**config.mk**
```make
export PLATFORM = sky130hd
export DESIGN_NAME = rbb_lane
export DESIGN_NICKNAME = d
export VERILOG_FILES = /design/src/hw/rtl/rbb_pkg.sv /design/src/hw/rtl/rbb_lane.sv
export SDC_FILE = /design/constraint.sdc
export NUM_CORES = 1
export LEC_CHECK = 0
export BUFFER_PORTS_ARGS = -buffer_cell sky130_fd_sc_hd__clkbuf_2
export CORE_UTILIZATION = 58
export DETAILED_ROUTE_END_ITERATION = 16
export PLACE_DENSITY = 0.82
export REMOVE_ABC_BUFFERS = 1
export SLEW_MARGIN = 30
export SYNTH_ARGS = -nofsm -noshare
export SYNTH_HDL_FRONTEND = slang
export SYNTH_SLANG_ARGS = --single-unit
export TNS_END_PERCENT = 100
```
**constraint.sdc**
```tcl
create_clock -name clk -period 6.6 [get_ports clk]
set_input_delay 1.32 -clock clk [delete_from_list [all_inputs] [get_ports clk]]
set_output_delay 1.32 -clock clk [all_outputs]
set_load 0.005 [all_outputs]
```
**src/hw/rtl/rbb_pkg.sv**
```systemverilog
// Shared types and constants of the RGB 3x3 box blur.
package rbb_pkg;

  // Pixel and channel widths
  localparam int CH_W    = 8;
  localparam int PX_W    = 3 * CH_W;
  localparam int LANES   = 3;
  localparam int TAPS    = 9;
  localparam int CENTER  = 4;

  // Sum of nine channels plus the rounding term fits in 12 bits
  localparam int SUM_W   = 12;
  localparam int ROUND   = 4;

  // floor(x / 9) as (x * 7282) >> 16, exact for x below 2304
  localparam int RECIP_W = 13;
  localparam logic [RECIP_W-1:0] RECIP9 = 13'd7282;
  localparam int RECIP_SH = 16;
  localparam int PROD_W  = SUM_W + RECIP_W;

  // Configuration port
  localparam int CFG_W     = 12;
  localparam int CFG_IDX_W = 1;
  localparam logic [CFG_IDX_W-1:0] REG_IMAGE_COLS = 1'd0;
  localparam logic [CFG_IDX_W-1:0] REG_IMAGE_ROWS = 1'd1;

  // Input operation codes
  localparam logic OP_PIXEL = 1'b0;
  localparam logic OP_FLUSH = 1'b1;

  // Pipeline control from the top level to each channel lane
  typedef struct packed {
    logic en_b;      // sum stage takes the window
    logic en_c;      // result stage takes the sums
    logic interior;  // window center is an interior pixel
  } rbb_lane_ctl_t;

endpackage

```
**src/hw/rtl/rbb_lane.sv**
```systemverilog
// One color channel lane: 3x3 sum, then rounded divide by nine, or the center tap on border pixels.
module rbb_lane (
  input  logic                         clk,
  input  rbb_pkg::rbb_lane_ctl_t       ctl,
  input  logic [rbb_pkg::CH_W-1:0]     taps [rbb_pkg::TAPS],
  output logic [rbb_pkg::CH_W-1:0]     result
);
  import rbb_pkg::*;

  logic [SUM_W-1:0]  sum_a;
  logic [SUM_W-1:0]  sum_b;
  logic [CH_W-1:0]   ctr_b;
  logic              int_b;
  logic [PROD_W-1:0] prod;

  // Adder tree over the nine window taps
  always_comb begin
    sum_a = '0;
    for (int i = 0; i < TAPS; i++) begin
      sum_a = sum_a + SUM_W'(taps[i]);
    end
  end

  // Sum stage: rounded sum, center tap for border passthrough
  always_ff @(posedge clk) begin
    if (ctl.en_b) begin
      sum_b <= sum_a + SUM_W'(ROUND);
      ctr_b <= taps[CENTER];
      int_b <= ctl.interior;
    end
  end

  // Divide by nine through the reciprocal
  assign prod = PROD_W'(sum_b) * PROD_W'(RECIP9);

  // Result stage
  always_ff @(posedge clk) begin
    if (ctl.en_c) begin
      result <= int_b ? prod[RECIP_SH +: CH_W] : ctr_b;
    end
  end

endmodule

```
== Yosys cells after proc, flatten, opt, wreduce, memory -nomap -nowiden ==
Index checks and enable logic that the tools add are counted.

* Bits in registers: 29
* Input bits: 76

* $add $sub $neg: 9
* Multiply operators: 1
* Multiplexer cells: 1

{| class="wikitable"
|+ Operators by type and width
! kind !! number
|-
| adder 12 x 8 -> 12 bit || 4
|-
| multiplier 12 x 12 -> 23 bit (second input constant) || 1
|-
| adder 11 x 8 -> 12 bit || 1
|-
| adder 12 x 3 -> 12 bit (second input constant) || 1
|-
| adder 10 x 8 -> 11 bit || 1
|-
| adder 9 x 8 -> 10 bit || 1
|-
| adder 8 x 8 -> 9 bit || 1
|-
| two-way mux 8 bit || 1
|}

== Depth between registers and ports, before layout ==
* Depth in word-level cells: 9
* Depth in mapped cells: 18
* Mapped depth without buffers: 18

== Worst setup path before layout ==
OpenSTA, ideal clock, no wires.

* Path kind: input port to flip-flop
* Start point: input port taps[1] in the netlist's numbering
* End point: register sum_b[10], data pin
* Setup time: 0.265 ns
* Arrival time: 4.977 ns
* Data required time: 6.335 ns
* Slack: 1.358 ns
* Cell stages on the path: 16
* Buffers on the path: 0
* Cells stage by stage: inv_1 -> fa_1 -> inv_1 -> fa_1 -> fa_1 -> inv_1 -> fa_1 -> inv_1 -> ha_1 -> fa_1 -> a21o_1 -> a21oi_1 -> o21bai_1 -> a21oi_1 -> o21ai_0 -> xor2_1

* Longest elaborated chain between the ends: 2

{| class="wikitable"
|+ RTL lines
! what !! line !! source
|-
| from (decl) || rbb_lane.sv:5 || <nowiki>input logic [rbb_pkg::CH_W-1:0] taps [rbb_pkg::TAPS],</nowiki>
|-
| adder 12 x 8 -> 12 bit || rbb_lane.sv:20 || <nowiki>sum_a = sum_a + SUM_W'(taps[i]);</nowiki>
|-
| adder 12 x 3 -> 12 bit || rbb_lane.sv:27 || <nowiki>sum_b <= sum_a + SUM_W'(ROUND);</nowiki>
|-
| to (signal assigned) || rbb_lane.sv:27 ||
|-
| to (decl) || rbb_lane.sv:11 || <nowiki>logic [SUM_W-1:0] sum_b;</nowiki>
|}

Every way passes these cells.
A chain may end at the register's enable or synchronous reset.

== Worst setup path in the final report ==
Ends and elaborated chain as after synthesis.

==> impl_summary.md <==
CTS
The number of buffers inserted during clock tree synthesis is 5. The post-CTS clock slew at the launch and capture registers of the worst setup and hold paths is 0.07 ns. The count of cells resized by post-cts repair is 0.

The hold-fix buffer count after cts is 0. The count of H-tree levels built during CTS is 2. The CTS tree is done. The library cell used as clock root buffer is sky130_fd_sc_hd__clkbuf_8. CTS saw 29 sinks.

The number of post-CTS setup repair buffers is 0. For the worst-skew pair, the clock arrives at the later sink with an insertion delay of 0.29 ns. The clock tree buffer depth is 2.

Yosys
The main flop type after synthesis is sky130_fd_sc_hd__edfxtp_1. In this run, distinct cell masters in the synthesized netlist total 42. After synthesis, the mean cell area works out to 11.31 um^2. The biggest area contributor in the post-synthesis netlist is sky130_fd_sc_hd__fa_1.

The number of synthesis warnings is 0. Synthesis produced 418 cells. The portion of the post-synthesis area used by sequential elements is 0.1841. By count the netlist is led by sky130_fd_sc_hd__inv_1 (109), sky130_fd_sc_hd__fa_1 (84), sky130_fd_sc_hd__ha_1 (80). The area share of the leading cell type in the synthesized netlist is 0.3556. The synthesized netlist occupies a cell area of 4730 um^2. The number of synthesized register bits is 29. The fraction of synthesis flops using an asynchronous set or reset pin is 0. Yosys mapped a number of flops with a built-in enable equal to 29. The most common cell in the synthesized netlist is sky130_fd_sc_hd__inv_1. Sorting the synthesized cells by area gives the leading types as sky130_fd_sc_hd__fa_1 (36%), sky130_fd_sc_hd__ha_1 (21%), sky130_fd_sc_hd__edfxtp_1 (18%).

Worst hold path
The path category of the worst min-delay check is reg2reg.

Critical path
For the worst setup path, the data required time is 6.62 ns. Of all nets on the critical path, the largest fanout is 2. Broken down by cell family, the worst path's largest delay share belongs to adder cells. On the worst path, the slowest cell contributes a delay of 0.53 ns. The worst path arrival time is 5.24 ns. By instance count, the cell type seen most on the critical path is sky130_fd_sc_hd__fa_1. The signal on the critical path passes through clkbuf_2 > inv_1 > fa_1 > inv_1 > fa_1 > fa_1 > inv_1 > fa_1 > inv_1 > ha_1 > fa_1 > a21o_1 > a21oi_1 > o21bai_1 > a21oi_1 > o21ai_0 > xor2_1. The worst setup path is of the in2reg kind. The nature of the critical path startpoint is an input pin. The critical path contains buffers and inverters numbering 5 combined. Among all stages on the critical path, the largest delay is contributed by sky130_fd_sc_hd__fa_1. STA classifies the critical path endpoint as a flip-flop.

Floorplan
The core box area is 7807 um^2. From bottom edge to top edge, the die measures 92.30 um. The initialized floorplan defines 32 standard-cell rows.

The x dimension of the die is 92.30 um. 84 I/O pins were placed. The overall die area is 8519 um^2. For this configuration, the core starts out at a cell density of 0.6058.

Timing
The post-layout minimum cycle time is 5.215 ns. The final count of negative-setup-slack endpoints is 0. The clock arrives with 0.01056 ns of skew.

The final-layout setup total negative slack is 0 ns. The final count of pins violating max slew is 0. The achievable frequency is 191.8 MHz. At the pin with the least slew margin, the transition time is 0.5033 ns.

Setup repair after global routing left no endpoint under its margin. The final cycle utilization of the critical path is 0.7901. In this run the tightest slew margin relative to its limit is 0.6644. The number of hold-slack violations in the final timing report came to 0.

Cells and area
Of the cells placed in the final design, the portion with a size suffix greater than 1 is 0.1913. The footprint of the multi-input gates is 3430 um^2. The filler cells instantiated in the layout total 584.

The final antenna diode count is 0. Across the whole layout, storage elements account for 870.8 um^2. The area growth from synthesis to layout is 12.88%. The net count of the finished layout is 746.

Detailed routing
The final wirelength is 8752 um. After detailed routing, the average wire length per cell comes to 14.37 um. For this run, design rule violations remaining after detail routing come to 0. The total number of vias is 3230.

After the first detailed-routing iteration, the DRC count stood at 141. The ratio of routed vias to standard cells is 5.304. The count of nets left with antenna violations once routing finished came out at 0. The first-pass iteration count of the detailed router is 4.

GRT
Summed over all layers, the global routing overflow is 0. The pin count of the biggest net entering global routing is 22. The total routing resource utilization after global routing is 0.2239. The first-pass GRT wire length is 14590 um. The number of global-route vias before repair is 3366. The number of antenna violations at the first check in global routing came to 0.

Place
The half-perimeter wire length after detailed placement is 7894 um. The weighted congestion at the end of routability-driven global placement is 0.9269. The count of input and output buffers is 83.

Status
The flow ran to the end, and the final reports show no timing, DRC or antenna violations.

Run
The tool flagged a number of max-cap violations equal to 0.
==> per-layer routing <==
metal	vias to the layer above	wire length, um	track usage
li1	1538	-	-
met1	1601	3603	0.2945
met2	82	4725	0.3994
met3	9	317	0.02381
met4	0	106	0.05208
met5	-	0	0
==> worst paths after layout <==
path,startpoint,to,slack (ns),cells after the start
setup reg to reg,sum_b[3],result[6],1.49,18
hold / removal,ctr_b[5],result[5],0.58,1
hold reg to reg,ctr_b[5],result[5],0.58,1
setup / recovery,taps[1],sum_b[10],1.39,17
==> registers in the layout, summed over array words and instances (netlist names) <==
register,cells
sum_b,12
int_b,1
result,8
ctr_b,8
==> logic make-up (layout without fill, tap and decap cells) <==
logic type               count (synthesis)  count (layout)  synth area share
buffers and inverters                  111             200           0.09074
XOR/XNOR                                13              13           0.02407
flip-flops                              29              29            0.1841
adder cells (fa/ha/maj)                164             164            0.5672
AO/OA/AOI/OAI                           59              59           0.08545
multiplexers                             1               1          0.002381
AND/OR/NAND/NOR                         41              41           0.04603
==> worst reg2reg max path: cells and delay by family, from the launching register on <==
family	cells	cell delay (ns)
flip-flops	1	0.41
AO/OA/AOI/OAI	5	0.89
adder cells (fa/ha/maj)	6	2.70
AND/OR/NAND/NOR	1	0.47
buffers and inverters	6	0.38
==> stage by stage <==
step	setup WS [ns]	instance area, um^2	util	hold WS, ns	instances
after CTS	1.367	5339	0.6838	0.5676	609
final	1.385	5339	0.6838	0.5796	609
after detailed placement	1.109	5253	0.6728	0.5500	601
after global routing	1.199	5339	0.6838	0.5780	609
after floorplan	1.358	4710	-	0.4984	416
after global placement	1.165	5253	0.6728	0.5418	601
==> cell usage in the layout (no fill, tap or decap), types with 4 or more instances in the layout <==
master	instances
sky130_fd_sc_hd__o31ai_1	4
sky130_fd_sc_hd__o21ai_0	6
sky130_fd_sc_hd__xnor2_1	9
sky130_fd_sc_hd__edfxtp_1	29
sky130_fd_sc_hd__nand2_1	14
sky130_fd_sc_hd__inv_1	109
sky130_fd_sc_hd__nor3_1	4
sky130_fd_sc_hd__a21oi_1	16
sky130_fd_sc_hd__o21bai_1	4
sky130_fd_sc_hd__clkbuf_2	83
sky130_fd_sc_hd__nand3_1	5
sky130_fd_sc_hd__fa_1	84
sky130_fd_sc_hd__ha_1	80
sky130_fd_sc_hd__a21o_1	8
sky130_fd_sc_hd__clkbuf_8	5
sky130_fd_sc_hd__o21a_1	5
sky130_fd_sc_hd__xor2_1	4
==> layout make-up <==
type	instances	area share
multi-input combinational	278	0.6424
timing repair buffer	83	0.07781
clock buffer	5	0.01289
inverter	109	0.07663
sequential	29	0.1631
tap	102	0.02390
clock inverter	3	0.003281
Power is left out: the tool's default activity adds up to more than one toggle a clock period on the data nets, which glitch-free logic cannot reach.
